===== src/rtl/ubs_pkg.sv =====
// ----------------------------------------------------------------------------
// Upload bandwidth slicer package
// Field widths, register map, fixed constants and the structs that pass
// between the configuration block, the controller and the datapath.
// ----------------------------------------------------------------------------
package ubs_pkg;

  // Field and state widths
  localparam int COUNT_W  = 8;   // active_transfers field
  localparam int LIMIT_W  = 20;  // limit in KiB per second
  localparam int OBUF_W   = 21;  // socket output buffer size
  localparam int BUDGET_W = 30;  // budget, spent and slice_bytes
  localparam int SLICE_W  = 21;  // stored slice size
  localparam int CYCLE_W  = 7;   // send cycle period in ms
  localparam int DIV_W    = 31;  // shared divider operand width
  localparam int KIB_W    = 10;  // KiB to bytes shift

  // APB port
  localparam int ADDR_W = 4;
  localparam int DATA_W = 32;

  // Constants of the budget rules
  localparam logic [OBUF_W-1:0]   OBUF_RESET    = OBUF_W'(65536);
  localparam logic [CYCLE_W-1:0]  CYCLE_FULL    = CYCLE_W'(100);
  localparam logic [BUDGET_W-1:0] EXHAUST_GRANT = BUDGET_W'(16);
  localparam int                  BUF_SCALE     = 1000;

  // Opcodes
  localparam logic OP_SETUP = 1'b0;
  localparam logic OP_SLICE = 1'b1;

  // Register indexes (byte address / 4)
  typedef enum logic [1:0] {
    REG_THROTTLE_ON = 2'd0,
    REG_LIMIT       = 2'd1,
    REG_OUT_BUFFER  = 2'd2
  } reg_idx_t;

  typedef struct packed {
    logic                throttle_on;
    logic [LIMIT_W-1:0]  limit_kib_per_sec;
    logic [OBUF_W-1:0]   out_buffer_bytes;
  } cfg_t;

  // Controller to datapath
  typedef struct packed {
    logic capture;       // latch the incoming transaction
    logic setup_load;    // load budget and enable, form buffer products
    logic setup_cmp;     // compare budget against ten times buffer by count
    logic div_start;     // launch the shared divider
    logic setup_commit;  // store slice size and cycle time, clear spent
    logic req_left;      // form the remaining budget
    logic req_grant;     // choose the grant
    logic finish;        // load the result register and charge spent
  } ctrl_cmd_t;

  // Datapath to controller
  typedef struct packed {
    logic active;
    logic div_done;
  } ctrl_sts_t;

endpackage


===== src/rtl/ubs_req_if.sv =====
// ----------------------------------------------------------------------------
// Upload bandwidth slicer request channel
// Valid/ready channel carrying one setup or slice request.
// ----------------------------------------------------------------------------
interface ubs_req_if;
  logic                        valid;
  logic                        ready;
  logic                        opcode;
  logic [ubs_pkg::COUNT_W-1:0] active_transfers;

  modport source (output valid, output opcode, output active_transfers, input ready);
  modport sink   (input valid, input opcode, input active_transfers, output ready);
endinterface


===== src/rtl/ubs_res_if.sv =====
// ----------------------------------------------------------------------------
// Upload bandwidth slicer result channel
// Valid/ready channel carrying one result per request.
// ----------------------------------------------------------------------------
interface ubs_res_if;
  logic                         valid;
  logic                         ready;
  logic [ubs_pkg::BUDGET_W-1:0] slice_bytes;
  logic                         unlimited;
  logic                         budget_exhausted;
  logic [ubs_pkg::CYCLE_W-1:0]  cycle_time_ms;
  logic                         throttling_active;

  modport source (output valid, output slice_bytes, output unlimited,
                  output budget_exhausted, output cycle_time_ms,
                  output throttling_active, input ready);
  modport sink   (input valid, input slice_bytes, input unlimited,
                  input budget_exhausted, input cycle_time_ms,
                  input throttling_active, output ready);
endinterface


===== src/rtl/upload_bandwidth_slicer.sv =====
// ----------------------------------------------------------------------------
// Upload bandwidth slicer
// Splits a per-second upload budget into send slices for running transfers.
// ----------------------------------------------------------------------------
// Usage:
//   request  : valid/ready channel. opcode 0 is a setup for a new period
//              carrying active_transfers, opcode 1 asks for a send slice.
//   result   : valid/ready channel, exactly one result per request, in order.
//   APB port : throttle_on at 0x0, limit_kib_per_sec at 0x4, out_buffer_bytes
//              at 0x8; write only while no request is in flight.
// A slice request passes LEFT, GRANT and FINISH; a setup passes LOAD,
// COMPARE and, when active, DIV_START, DIV_WAIT and COMMIT before FINISH.
// The active setup waits on the shared restoring divider, which resolves one
// quotient bit per cycle over 31 bits. One request is worked on at a time.
// The result sits in an output register, so the next request is accepted
// while an earlier result waits; when the receiver stalls, the block finishes
// the request in hand and then holds until the result register is free.
// Reset clears throttling, budget, spent amount, slice size and cycle time,
// and sets the output buffer size to 65536 bytes.
// ----------------------------------------------------------------------------
module upload_bandwidth_slicer #(
  parameter int MAX_TRANSFERS = 255
) (
  input  logic                        clk,
  input  logic                        rst,
  ubs_req_if.sink                     request,
  ubs_res_if.source                   result,
  input  logic                        psel,
  input  logic                        penable,
  input  logic                        pwrite,
  input  logic [ubs_pkg::ADDR_W-1:0]  paddr,
  input  logic [ubs_pkg::DATA_W-1:0]  pwdata,
  output logic [ubs_pkg::DATA_W-1:0]  prdata,
  output logic                        pready
);
  import ubs_pkg::*;

  cfg_t      cfg;
  ctrl_cmd_t cmd;
  ctrl_sts_t sts;

  ubs_cfg u_cfg (
    .clk     (clk),
    .rst     (rst),
    .psel    (psel),
    .penable (penable),
    .pwrite  (pwrite),
    .paddr   (paddr),
    .pwdata  (pwdata),
    .prdata  (prdata),
    .pready  (pready),
    .cfg     (cfg)
  );

  ubs_ctrl u_ctrl (
    .clk        (clk),
    .rst        (rst),
    .req_valid  (request.valid),
    .req_opcode (request.opcode),
    .req_ready  (request.ready),
    .res_valid  (result.valid),
    .res_ready  (result.ready),
    .cmd        (cmd),
    .sts        (sts)
  );

  ubs_datapath #(
    .MAX_TRANSFERS (MAX_TRANSFERS)
  ) u_dp (
    .clk               (clk),
    .rst               (rst),
    .cfg               (cfg),
    .cmd               (cmd),
    .sts               (sts),
    .opcode            (request.opcode),
    .active_transfers  (request.active_transfers),
    .slice_bytes       (result.slice_bytes),
    .unlimited         (result.unlimited),
    .budget_exhausted  (result.budget_exhausted),
    .cycle_time_ms     (result.cycle_time_ms),
    .throttling_active (result.throttling_active)
  );

endmodule


===== src/rtl/ubs_cfg.sv =====
// ----------------------------------------------------------------------------
// Upload bandwidth slicer configuration registers
// APB register file: throttle switch, limit and output buffer size.
// ----------------------------------------------------------------------------
module ubs_cfg (
  input  logic                        clk,
  input  logic                        rst,
  input  logic                        psel,
  input  logic                        penable,
  input  logic                        pwrite,
  input  logic [ubs_pkg::ADDR_W-1:0]  paddr,
  input  logic [ubs_pkg::DATA_W-1:0]  pwdata,
  output logic [ubs_pkg::DATA_W-1:0]  prdata,
  output logic                        pready,
  output ubs_pkg::cfg_t               cfg
);
  import ubs_pkg::*;

  logic     wr_en;
  reg_idx_t idx;

  assign pready = 1'b1;
  assign wr_en  = psel && penable && pwrite;
  assign idx    = reg_idx_t'(paddr[3:2]);

  always_ff @(posedge clk) begin
    if (rst) begin
      cfg.throttle_on       <= 1'b0;
      cfg.limit_kib_per_sec <= '0;
      cfg.out_buffer_bytes  <= OBUF_RESET;
    end else if (wr_en) begin
      unique case (idx)
        REG_THROTTLE_ON: cfg.throttle_on       <= pwdata[0];
        REG_LIMIT:       cfg.limit_kib_per_sec <= pwdata[LIMIT_W-1:0];
        REG_OUT_BUFFER:  cfg.out_buffer_bytes  <= pwdata[OBUF_W-1:0];
        default: ;
      endcase
    end
  end

  always_comb begin
    unique case (idx)
      REG_THROTTLE_ON: prdata = DATA_W'(cfg.throttle_on);
      REG_LIMIT:       prdata = DATA_W'(cfg.limit_kib_per_sec);
      REG_OUT_BUFFER:  prdata = DATA_W'(cfg.out_buffer_bytes);
      default:         prdata = '0;
    endcase
  end

endmodule


===== src/rtl/ubs_divider.sv =====
// ----------------------------------------------------------------------------
// Upload bandwidth slicer divider
// Restoring divider, one quotient bit per cycle over W bits.
// ----------------------------------------------------------------------------
module ubs_divider #(
  parameter int W = 31
) (
  input  logic         clk,
  input  logic         rst,
  input  logic         start,
  input  logic [W-1:0] dividend,
  input  logic [W-1:0] divisor,
  output logic [W-1:0] quotient,
  output logic         done
);
  localparam int CW = $clog2(W);

  logic [W-1:0]  quo;
  logic [W-1:0]  rem;
  logic [W-1:0]  dvs;
  logic [CW-1:0] cnt;
  logic          busy;
  logic [W:0]    shifted;
  logic [W:0]    diff;

  assign shifted  = {rem, quo[W-1]};
  assign diff     = shifted - {1'b0, dvs};
  assign quotient = quo;

  always_ff @(posedge clk) begin
    if (rst) begin
      busy <= 1'b0;
      done <= 1'b0;
    end else begin
      done <= 1'b0;
      if (start) begin
        busy <= 1'b1;
      end else if (busy && cnt == CW'(W - 1)) begin
        busy <= 1'b0;
        done <= 1'b1;
      end
    end
  end

  always_ff @(posedge clk) begin
    if (start) begin
      quo <= dividend;
      rem <= '0;
      dvs <= divisor;
      cnt <= '0;
    end else if (busy) begin
      // keep the difference when the trial subtraction does not borrow
      if (!diff[W]) begin
        rem <= diff[W-1:0];
        quo <= {quo[W-2:0], 1'b1};
      end else begin
        rem <= shifted[W-1:0];
        quo <= {quo[W-2:0], 1'b0};
      end
      cnt <= cnt + 1'b1;
    end
  end

endmodule


===== src/rtl/ubs_datapath.sv =====
// ----------------------------------------------------------------------------
// Upload bandwidth slicer datapath
// Budget state, buffer products, shared divider, grant choice and result
// register, stepped by commands from the controller.
// ----------------------------------------------------------------------------
module ubs_datapath #(
  parameter int MAX_TRANSFERS = 255
) (
  input  logic                          clk,
  input  logic                          rst,
  input  ubs_pkg::cfg_t                 cfg,
  input  ubs_pkg::ctrl_cmd_t            cmd,
  output ubs_pkg::ctrl_sts_t            sts,
  input  logic                          opcode,
  input  logic [ubs_pkg::COUNT_W-1:0]   active_transfers,
  output logic [ubs_pkg::BUDGET_W-1:0]  slice_bytes,
  output logic                          unlimited,
  output logic                          budget_exhausted,
  output logic [ubs_pkg::CYCLE_W-1:0]   cycle_time_ms,
  output logic                          throttling_active
);
  import ubs_pkg::*;

  localparam int CNT_W  = (MAX_TRANSFERS < 255) ? $clog2(MAX_TRANSFERS + 1) : COUNT_W;
  localparam int PROD_W = OBUF_W + CNT_W;
  localparam int TEN_W  = PROD_W + 4;
  localparam int CMP_W  = (TEN_W > BUDGET_W) ? TEN_W : BUDGET_W;
  localparam int FIVE_W = CNT_W + 3;
  localparam logic [16:0] MAX_N = 17'(MAX_TRANSFERS);

  // item and budget state
  logic                 op_q;
  logic [CNT_W-1:0]     n_q;
  logic                 active_flag;
  logic [BUDGET_W-1:0]  budget_bytes;
  logic [BUDGET_W-1:0]  spent_bytes;
  logic [SLICE_W-1:0]   slice_size;
  logic [CYCLE_W-1:0]   cycle_ms;

  // working registers
  logic [PROD_W-1:0]    prod;
  logic [DIV_W-1:0]     buf_k;
  logic                 small_budget;
  logic [BUDGET_W-1:0]  left;
  logic [BUDGET_W-1:0]  grant;
  logic                 unlim_q;
  logic                 exh_q;

  logic [CNT_W-1:0]     n_sat;
  logic [CMP_W-1:0]     ten_prod;
  logic [FIVE_W-1:0]    five_n;
  logic [DIV_W-1:0]     div_dividend;
  logic [DIV_W-1:0]     div_divisor;
  logic [DIV_W-1:0]     div_quo;
  logic                 div_done;

  assign n_sat = ({9'd0, active_transfers} > MAX_N) ? MAX_N[CNT_W-1:0]
                                                    : active_transfers[CNT_W-1:0];
  assign ten_prod = (CMP_W'(prod) << 3) + (CMP_W'(prod) << 1);
  assign five_n   = (FIVE_W'(n_q) << 2) + FIVE_W'(n_q);

  assign div_dividend = small_budget ? DIV_W'(budget_bytes) : buf_k;
  assign div_divisor  = small_budget ? DIV_W'(five_n) : DIV_W'(budget_bytes);

  ubs_divider #(
    .W (DIV_W)
  ) u_div (
    .clk      (clk),
    .rst      (rst),
    .start    (cmd.div_start),
    .dividend (div_dividend),
    .divisor  (div_divisor),
    .quotient (div_quo),
    .done     (div_done)
  );

  assign sts.active   = active_flag;
  assign sts.div_done = div_done;

  // budget state
  always_ff @(posedge clk) begin
    if (rst) begin
      active_flag  <= 1'b0;
      budget_bytes <= '0;
      spent_bytes  <= '0;
      slice_size   <= '0;
      cycle_ms     <= '0;
    end else begin
      if (cmd.setup_load) begin
        budget_bytes <= {cfg.limit_kib_per_sec, KIB_W'(0)};
        active_flag  <= cfg.throttle_on && (cfg.limit_kib_per_sec != '0) && (n_q != '0);
      end
      if (cmd.setup_commit) begin
        if (small_budget) begin
          slice_size <= (div_quo > DIV_W'(cfg.out_buffer_bytes)) ? cfg.out_buffer_bytes
                                                                 : div_quo[SLICE_W-1:0];
          cycle_ms   <= CYCLE_FULL;
        end else begin
          slice_size <= cfg.out_buffer_bytes;
          cycle_ms   <= div_quo[CYCLE_W-1:0];
        end
        spent_bytes <= '0;
      end
      // charge the grant once the result is handed over
      if (cmd.finish && op_q == OP_SLICE && active_flag && !exh_q) begin
        spent_bytes <= spent_bytes + grant;
      end
    end
  end

  // working registers
  always_ff @(posedge clk) begin
    if (cmd.capture) begin
      op_q    <= opcode;
      n_q     <= n_sat;
      grant   <= '0;
      unlim_q <= 1'b0;
      exh_q   <= 1'b0;
    end
    if (cmd.setup_load) begin
      prod  <= PROD_W'(cfg.out_buffer_bytes) * PROD_W'(n_q);
      buf_k <= DIV_W'(cfg.out_buffer_bytes) * DIV_W'(BUF_SCALE);
    end
    if (cmd.setup_cmp) begin
      small_budget <= CMP_W'(budget_bytes) <= ten_prod;
    end
    if (cmd.req_left) begin
      unlim_q <= !active_flag;
      left    <= (budget_bytes > spent_bytes) ? budget_bytes - spent_bytes : '0;
    end
    if (cmd.req_grant && active_flag) begin
      if (left != '0) begin
        grant <= ({1'b0, left} > {9'd0, slice_size, 1'b0}) ? BUDGET_W'(slice_size) : left;
        exh_q <= 1'b0;
      end else begin
        grant <= EXHAUST_GRANT;
        exh_q <= 1'b1;
      end
    end
    if (cmd.finish) begin
      slice_bytes       <= grant;
      unlimited         <= unlim_q;
      budget_exhausted  <= exh_q;
      cycle_time_ms     <= cycle_ms;
      throttling_active <= active_flag;
    end
  end

endmodule


===== src/rtl/ubs_ctrl.sv =====
// ----------------------------------------------------------------------------
// Upload bandwidth slicer controller
// Sequences setup and slice requests through the datapath and owns the
// handshake of both channels.
// ----------------------------------------------------------------------------
module ubs_ctrl (
  input  logic                 clk,
  input  logic                 rst,
  input  logic                 req_valid,
  input  logic                 req_opcode,
  output logic                 req_ready,
  output logic                 res_valid,
  input  logic                 res_ready,
  output ubs_pkg::ctrl_cmd_t   cmd,
  input  ubs_pkg::ctrl_sts_t   sts
);
  import ubs_pkg::*;

  typedef enum logic [8:0] {
    S_IDLE      = 9'b000000001,
    S_LOAD      = 9'b000000010,
    S_COMPARE   = 9'b000000100,
    S_DIV_START = 9'b000001000,
    S_DIV_WAIT  = 9'b000010000,
    S_COMMIT    = 9'b000100000,
    S_LEFT      = 9'b001000000,
    S_GRANT     = 9'b010000000,
    S_FINISH    = 9'b100000000
  } state_t;

  state_t state;
  state_t state_next;
  logic   res_valid_next;

  assign req_ready = (state == S_IDLE);

  always_comb begin
    state_next = state;
    cmd        = '0;
    unique case (state)
      S_IDLE: begin
        if (req_valid) begin
          cmd.capture = 1'b1;
          state_next  = (req_opcode == OP_SETUP) ? S_LOAD : S_LEFT;
        end
      end
      S_LOAD: begin
        cmd.setup_load = 1'b1;
        state_next     = S_COMPARE;
      end
      S_COMPARE: begin
        // enable is settled now; an inactive setup leaves the rest alone
        cmd.setup_cmp = 1'b1;
        state_next    = sts.active ? S_DIV_START : S_FINISH;
      end
      S_DIV_START: begin
        cmd.div_start = 1'b1;
        state_next    = S_DIV_WAIT;
      end
      S_DIV_WAIT: begin
        if (sts.div_done) begin
          state_next = S_COMMIT;
        end
      end
      S_COMMIT: begin
        cmd.setup_commit = 1'b1;
        state_next       = S_FINISH;
      end
      S_LEFT: begin
        cmd.req_left = 1'b1;
        state_next   = S_GRANT;
      end
      S_GRANT: begin
        cmd.req_grant = 1'b1;
        state_next    = S_FINISH;
      end
      S_FINISH: begin
        // hold until the result register is free
        if (!res_valid || res_ready) begin
          cmd.finish = 1'b1;
          state_next = S_IDLE;
        end
      end
      default: state_next = S_IDLE;
    endcase
  end

  always_comb begin
    if (cmd.finish) begin
      res_valid_next = 1'b1;
    end else if (res_ready) begin
      res_valid_next = 1'b0;
    end else begin
      res_valid_next = res_valid;
    end
  end

  always_ff @(posedge clk) begin
    if (rst) begin
      state     <= S_IDLE;
      res_valid <= 1'b0;
    end else begin
      state     <= state_next;
      res_valid <= res_valid_next;
    end
  end

endmodule

===== src/flat_wrapper.sv =====
// flat-port wrapper written by rule: the top's interface ports become plain ports
module upload_bandwidth_slicer_flat import ubs_pkg::*;
#(
  parameter int MAX_TRANSFERS = 255
)
  (clk, rst, psel, penable, pwrite, paddr, pwdata, prdata, pready, request_valid, request_opcode, request_active_transfers, request_ready, result_valid, result_slice_bytes, result_unlimited, result_budget_exhausted, result_cycle_time_ms, result_throttling_active, result_ready);
  ubs_req_if request_i ();
  ubs_res_if result_i ();
  input  logic clk;
  input  logic rst;
  input  logic psel;
  input  logic penable;
  input  logic pwrite;
  input  logic [ubs_pkg::ADDR_W-1:0] paddr;
  input  logic [ubs_pkg::DATA_W-1:0] pwdata;
  output logic [ubs_pkg::DATA_W-1:0] prdata;
  output logic pready;
  input wire logic [$bits(request_i.valid)-1:0] request_valid;
  input wire logic [$bits(request_i.opcode)-1:0] request_opcode;
  input wire logic [$bits(request_i.active_transfers)-1:0] request_active_transfers;
  output wire logic [$bits(request_i.ready)-1:0] request_ready;
  output wire logic [$bits(result_i.valid)-1:0] result_valid;
  output wire logic [$bits(result_i.slice_bytes)-1:0] result_slice_bytes;
  output wire logic [$bits(result_i.unlimited)-1:0] result_unlimited;
  output wire logic [$bits(result_i.budget_exhausted)-1:0] result_budget_exhausted;
  output wire logic [$bits(result_i.cycle_time_ms)-1:0] result_cycle_time_ms;
  output wire logic [$bits(result_i.throttling_active)-1:0] result_throttling_active;
  input wire logic [$bits(result_i.ready)-1:0] result_ready;
  assign request_i.valid = request_valid;
  assign request_i.opcode = request_opcode;
  assign request_i.active_transfers = request_active_transfers;
  assign request_ready = request_i.ready;
  assign result_valid = result_i.valid;
  assign result_slice_bytes = result_i.slice_bytes;
  assign result_unlimited = result_i.unlimited;
  assign result_budget_exhausted = result_i.budget_exhausted;
  assign result_cycle_time_ms = result_i.cycle_time_ms;
  assign result_throttling_active = result_i.throttling_active;
  assign result_i.ready = result_ready;
  upload_bandwidth_slicer #(.MAX_TRANSFERS(MAX_TRANSFERS)) u_core (.clk(clk), .rst(rst), .request(request_i), .result(result_i), .psel(psel), .penable(penable), .pwrite(pwrite), .paddr(paddr), .pwdata(pwdata), .prdata(prdata), .pready(pready));
endmodule

===== config.mk =====
export PLATFORM = sky130hd
export DESIGN_NAME = upload_bandwidth_slicer_flat
export DESIGN_NICKNAME = d
export VERILOG_FILES = /design/src/rtl/ubs_pkg.sv /design/src/rtl/ubs_req_if.sv /design/src/rtl/ubs_res_if.sv /design/src/rtl/upload_bandwidth_slicer.sv /design/src/rtl/ubs_cfg.sv /design/src/rtl/ubs_divider.sv /design/src/rtl/ubs_datapath.sv /design/src/rtl/ubs_ctrl.sv /design/src/flat_wrapper.sv
export SDC_FILE = /design/constraint.sdc
export NUM_CORES = 2
export LEC_CHECK = 0
export ABC_AREA = 1
export BUFFER_PORTS_ARGS = -buffer_cell sky130_fd_sc_hd__buf_2
export CAP_MARGIN = 20
export CORE_MARGIN = 4
export CORE_UTILIZATION = 49
export DETAILED_ROUTE_END_ITERATION = 12
export PLACE_DENSITY = 0.66
export SLEW_MARGIN = 40
export SYNTH_ARGS = -nofsm -noshare
export SYNTH_HDL_FRONTEND = slang
export SYNTH_SLANG_ARGS = --single-unit

===== constraint.sdc =====
create_clock -name clk -period 6.6 [get_ports clk]
set_input_delay 0.99 -clock clk [delete_from_list [all_inputs] [get_ports clk]]
set_output_delay 0.99 -clock clk [all_outputs]
set_load 0.005 [all_outputs]

# After elaboration in Yosys (flattened, before gate mapping)

Cells that the tools add are included.

Register bits after elaboration: 400
Input bits: 52
Output and inout port bits: 75
Word-level logic and storage cells: 129

$add $sub $neg: 6
$mul: 2
Order comparisons: 4
Equality and inequality tests: 15
Multiplexer cells: 41
Reduce and logical (&&, ||, !) cells: 29

Operator list:

| cell                                                                   | number |
|---|---|
| 30-bit two-way mux                                                     | 6 |
| 31-bit two-way mux                                                     | 4 |
| 9-bit one-hot mux with 8 select lines                                  | 1 |
| 21-bit one-hot mux with 3 select lines                                 | 1 |
| 21-bit two-way mux                                                     | 2 |
| 9-bit two-way mux                                                      | 4 |
| 32-bit by 30-bit adder with 33-bit output                              | 1 |
| 30-bit by 33-bit <= comparator with 1-bit output                       | 1 |
| 32-bit by 31-bit subtractor with 32-bit output                         | 1 |
| 31-bit by 21-bit greater-than comparator with 1-bit output             | 1 |
| 30-bit adder                                                           | 1 |
| 30-bit by 22-bit greater-than comparator with 1-bit output             | 1 |
| 30-bit greater-than comparator                                         | 1 |
| 30-bit nonzero test                                                    | 1 |
| 30-bit subtractor                                                      | 1 |
| 21-bit by 8-bit multiplier with 29-bit output                          | 1 |
| 21-bit by 7-bit multiplier with 28-bit output (second input constant)  | 1 |
| 1-bit two-way mux                                                      | 20 |
| 20-bit nonzero test                                                    | 1 |
| 7-bit two-way mux                                                      | 2 |
| 2-bit nonzero test                                                     | 6 |
| 10-bit by 8-bit adder with 11-bit output                               | 1 |
| 11-bit two-way mux                                                     | 1 |
| 9-bit by 1-bit equality test with 1-bit output (second input constant) | 1 |
| other kinds (21)                                                       | 36 |

# Depth between registers and ports, before layout

Depth after elaboration: 8
Mapped depth: 22
Gate-level depth less buffers: 20

# Hierarchy

From an unflattened synthesis, not the netlist that was laid out.

Cells, all modules: 4647
Area, all modules: 34511.8 µm²

By module, submodules not included:

| module       | times used | cells each | area an instance (µm²) | seq. area each (µm²) |
|---|---|---|---|---|
| ubs_datapath | 1          | 3206       | 25036.5                | 6656.4 |
| ubs_divider  | 1          | 995        | 6727.7                 | 2622.5 |
| ubs_cfg      | 1          | 341        | 2118.3                 | 840.8 |
| ubs_ctrl     | 1          | 105        | 629.4                  | 200.2 |

# Least setup slack after synthesis

Ideal clock, no wire load.

Kind: register to register
Start: reg u_core.u_dp.n_q[6]
End: reg u_core.u_dp.prod[14], data pin
Arrival: 4.391 ns
Required time: 6.335 ns
Slack: 1.944 ns
Stages on the path, launching flop included: 19
Path buffers: 2
Period minus slack after synthesis: 4.656 ns
Path through: edfxtp_1 clkbuf_1 clkbuf_1 nand2_1 fa_1 fa_1 inv_1 fa_1 inv_1 fa_1 inv_1 ha_1 nand2_1 inv_1 a21oi_1 o21bai_1 a21oi_1 o21ai_0 xor2_1

Longest elaborated chain between the ends: 1

Ends and longest elaborated chain:

| item                                          | line                | RTL |
|---|---|---|
| start, declared                               | ubs_datapath.sv:33  | `logic [CNT_W-1:0] n_q;` |
| start signal, assigned                        | ubs_datapath.sv:115 | `n_q <= n_sat;` |
| 21-bit by 8-bit multiplier with 29-bit output | ubs_datapath.sv:121 | `prod <= PROD_W'(cfg.out_buffer_bytes) * PROD_W'(n_q);` |
| end signal, assigned                          | ubs_datapath.sv:121 |  |
| end, declared                                 | ubs_datapath.sv:41  | `logic [PROD_W-1:0] prod;` |

Every way passes these cells.
A chain may end at the register's enable or synchronous reset.

# Worst setup path in the final report

Start: reg u_core.u_dp.n_q[7]
End: reg u_core.u_dp.prod[28], data pin

The elaborated chain is that of the path after synthesis.

==> impl_results.md <==
- Warnings from Yosys: 0
- Fin nets: 4885
- Global routing usage summed across all routing layers: 26.3%
- Sw Pwr: 2.46 mW
- Worst-case headroom to the max-slew limit: 42.1%
- Final clock skew: 0.0271 ns
- Maximum number of pins on one net before global-route repair: 80
- Count of vias placed by the detailed router: 28290
- Area share of the leading cell type in the synthesized netlist: 20.8%
- Number of enable-type register cells in the synthesized netlist: 230
- Sum of negative setup slack: 0 ns
- Number of top-level pins: 127
- Die Y-Extent: 268 µm
- Filler Cell Count: 6429
- Share of synthesized registers carrying an async set or reset: 0%
- Wire length of the first global-routing pass: 149 mm
- Most instantiated library cell after synthesis: sky130_fd_sc_hd__nand2_1
- Aggregate routed wire length: 94.9 mm
- Cell at the root of the clock tree: sky130_fd_sc_hd__clkbuf_16
- Cell Int Power: 4.97 mW
- Post-synthesis sequential area ratio: 31.0%
- Overall power: 7.42 mW
- Clock transition at the registers of the reported paths: 0.06 ns
- Per-instance average area after synthesis: 7.75 µm²
- Synth area leaders: sky130_fd_sc_hd__edfxtp_1 (21%), sky130_fd_sc_hd__fa_1 (12%), sky130_fd_sc_hd__ha_1 (11%)
- Power Density: 205 mW/mm²
- Outcome: completed
- Total leakage power: 17.6 nW
- Most frequent cells after synthesis: sky130_fd_sc_hd__nand2_1 (912), sky130_fd_sc_hd__inv_1 (791), sky130_fd_sc_hd__a21oi_1 (370)
- Area of the core: 0.0672 mm²
- Kind of start point of the critical path: register
- Max Cap Viol: 0
- Die Area: 0.0719 mm²
- Clock buffers created by TritonCTS: 48
- Crit-path max cell delay: 0.86 ns
- Number of sinks driven by the clock tree: 399
- Slew at the pin with the worst max-slew slack: 0.868 ns
- Number of buffer cells added on primary ports: 101
- Number of setup violations in the final report: 0
- Number of global-route vias before repair: 26901
- Detail-routed via count per cell: 5.37
- Critical path arrival: 5.77 ns
- Post-route clock period utilization: 82.2%
- Number of H-tree branching levels: 2
- Unrepaired setup endpoints after global routing: false
- Gate power share: 23.5%
- Detailed-router iteration count before antenna repair: 6
- Post-cts sizing count: 0
- Post-DP HPWL: 74.2 mm
- Min Clock Period, post-route: 5.42 ns
- Final cell count without fillers: 5265
- Horizontal die dimension: 268 µm
- Number of DRC violations after detailed-routing iteration 0: 2184
- Latest clock arrival within the worst-skew pair: 0.61 ns
- Last weighted congestion value of the routability-driven placer: 0.928
- Site row count: 95
- Dominant register cell in the synthesized netlist: sky130_fd_sc_hd__edfxtp_1
- Maximum ir drop on the vdd rail: 0.196 mV
- Count of mapped cells out of synthesis: 4279
- Number of placed cells counting well taps: 5174
- Post-detailed-route wirelength per cell: 18.0 µm
- Highest-delay cell along the critical path: sky130_fd_sc_hd__edfxtp_1
- Relative contribution of sequential cells to total power: 39.9%
- Worst Setup Path Type: register to register
- Largest driver fanout on the critical path: 13
- Hold Fails Final Rpt: 0
- Count of unique library cells instantiated by Yosys: 56
- Ordered list of cells on the worst path: buf_4 > nand2_1 > inv_1 > fa_1 > fa_1 > fa_1 > inv_1 > fa_1 > inv_1 > ha_1 > nand2_1 > nor2_1 > inv_1 > nor3_1 > nand4_1 > nand3_1 > a21oi_1 > xor2_1
- Type of the most critical hold path: register to register
- DRC violation count after routing: 0
- Max-slew violation count: 0
- TritonCTS clock tree: done
- Remaining number of nets flagged by the antenna check after routing: 0
- Antenna violations before repair: 0
- Antenna diode count: 0
- Longest Clk Path Bufs: 3
- Switching part of the total power: 33.1%
- Required time worst endpoint: 6.94 ns
- Achievable clock frequency: 184 MHz
- Clock share of power: 36.7%
- Post-synthesis register bit count: 399
- Area added between synthesis and finish: 9.14%
- Layout cells sized above 1: 6.31%
- Post-CTS setup buffers: 0
- Cts hold-fix bufs: 0
- Critical path endpoint category: register
- Cell taking the most area after synthesis: sky130_fd_sc_hd__edfxtp_1
- Initial Util: 49.4%
- Global route overflow: 0
- Post-synthesis instance area: 0.0331 mm²
==> logic make-up (layout without fill, tap and decap cells) <==
kind of cell / count (synthesis) / count (layout) / synth area share, %
AO/OA/AOI/OAI: 716 / 716 / 11.8
XOR/XNOR: 105 / 105 / 2.77
adder cells (fa/ha/maj): 481 / 481 / 22.5
buffers and inverters: 933 / 1028 / 10.9
flip-flops: 399 / 399 / 31.0
other: 2 / 20 / 0.0227
AND/OR/NAND/NOR: 1643 / 1643 / 21.0
==> sequential cells by signal, indices dropped and copies added, names as in the netlist, 5 cells and up <==
| name | cells |
|---|---|
| u_core.u_dp.grant | 30 |
| u_core.u_dp.buf_k | 28 |
| u_core.u_dp.slice_size | 21 |
| u_core.u_dp.u_div.dvs | 30 |
| u_core.u_dp.budget_bytes | 20 |
| u_core.u_dp.n_q | 8 |
| u_core.u_dp.u_div.cnt | 5 |
| u_core.u_dp.prod | 29 |
| u_core.u_dp.cycle_ms | 7 |
| u_core.u_dp.slice_bytes | 30 |
| u_core.u_dp.u_div.quotient | 31 |
| u_core.u_dp.spent_bytes | 30 |
| u_core.u_cfg.cfg | 42 |
| u_core.u_dp.u_div.rem | 31 |
| u_core.u_ctrl.state | 9 |
| u_core.u_dp.cycle_time_ms | 7 |
| u_core.u_dp.left | 30 |
==> worst max-delay path, delay by kind of cell, from the launching register on <==
kind | cells | cell delay (ns)
buffers and inverters | 5 | 0.64
AOI/OAI and AO/OA | 1 | 0.12
adders and majority gates | 5 | 2.40
DFF | 1 | 0.86
and+or+nand+nor | 6 | 0.96
xor gates and xnor gates | 1 | 0.16
==> power groups by stage <==
stage	clock, mW	combinational [mW]	sequential (mW)
2_1_floorplan	0	1.26	2.92
3_3_place_gp	0	1.68	3.03
3_5_place_dp	0	1.72	3.01
4_1_cts	2.77	1.73	2.96
5_1_grt	2.87	1.97	2.97
6_report	2.72	1.74	2.96
==> cell type report <==
type	instances	area, µm²	area share [%]
clock inverters	22	254	0.702
repair buffers	141	830	2.29
inverters	797	2990	8.27
well taps	873	1090	3.02
multi-input cells	2965	19300	53.5
clock buffers	68	1370	3.79
flip-flops and latches	399	10300	28.5
==> layout by cell type (no fill, tap or decap), drive strengths merged, types with 58 or more instances in the layout <==
| master | n |
|---|---|
| fa | 192 |
| edfxtp | 230 |
| dfxtp | 169 |
| xor2 | 58 |
| nor3 | 84 |
| nor2 | 298 |
| o21ai | 214 |
| inv | 804 |
| buf | 141 |
| ha | 289 |
| nand3 | 245 |
| nand2 | 926 |
| clkbuf | 68 |
| a21oi | 371 |
==> worst paths after layout <==
path,start,endpoint,slack (ns),cells after the start
setup / recovery,u_core.u_dp.n_q[7],u_core.u_dp.prod[28],1.18,18
hold / removal,u_core.u_dp.unlim_q,u_core.u_dp.unlimited,0.43,0
setup reg to reg,u_core.u_dp.n_q[7],u_core.u_dp.prod[28],1.18,18
hold reg to reg,u_core.u_dp.unlim_q,u_core.u_dp.unlimited,0.43,0
==> through the flow <==
stage               cell area, µm²  utilization (%)  hold WS [ns]  setup WS, ns
floorplan                    33200                -         0.400          1.94
global placement             34500             51.3         0.409          1.20
detailed placement           34500             51.4         0.416          1.19
CTS                          36200             53.8         0.436          1.17
global route                 36200             53.9         0.439         0.895
finish                       36200             53.9         0.435          1.18
==> layer usage <==
metal	wire length [µm]	up-vias	global-route usage, %
met3	6200	175	3.62
met5	0	-	0
li1	-	13968	-
met1	42700	13295	36.9
met4	3950	0	9.56
met2	42000	852	42.0
(Power assumes the default switching activity.)
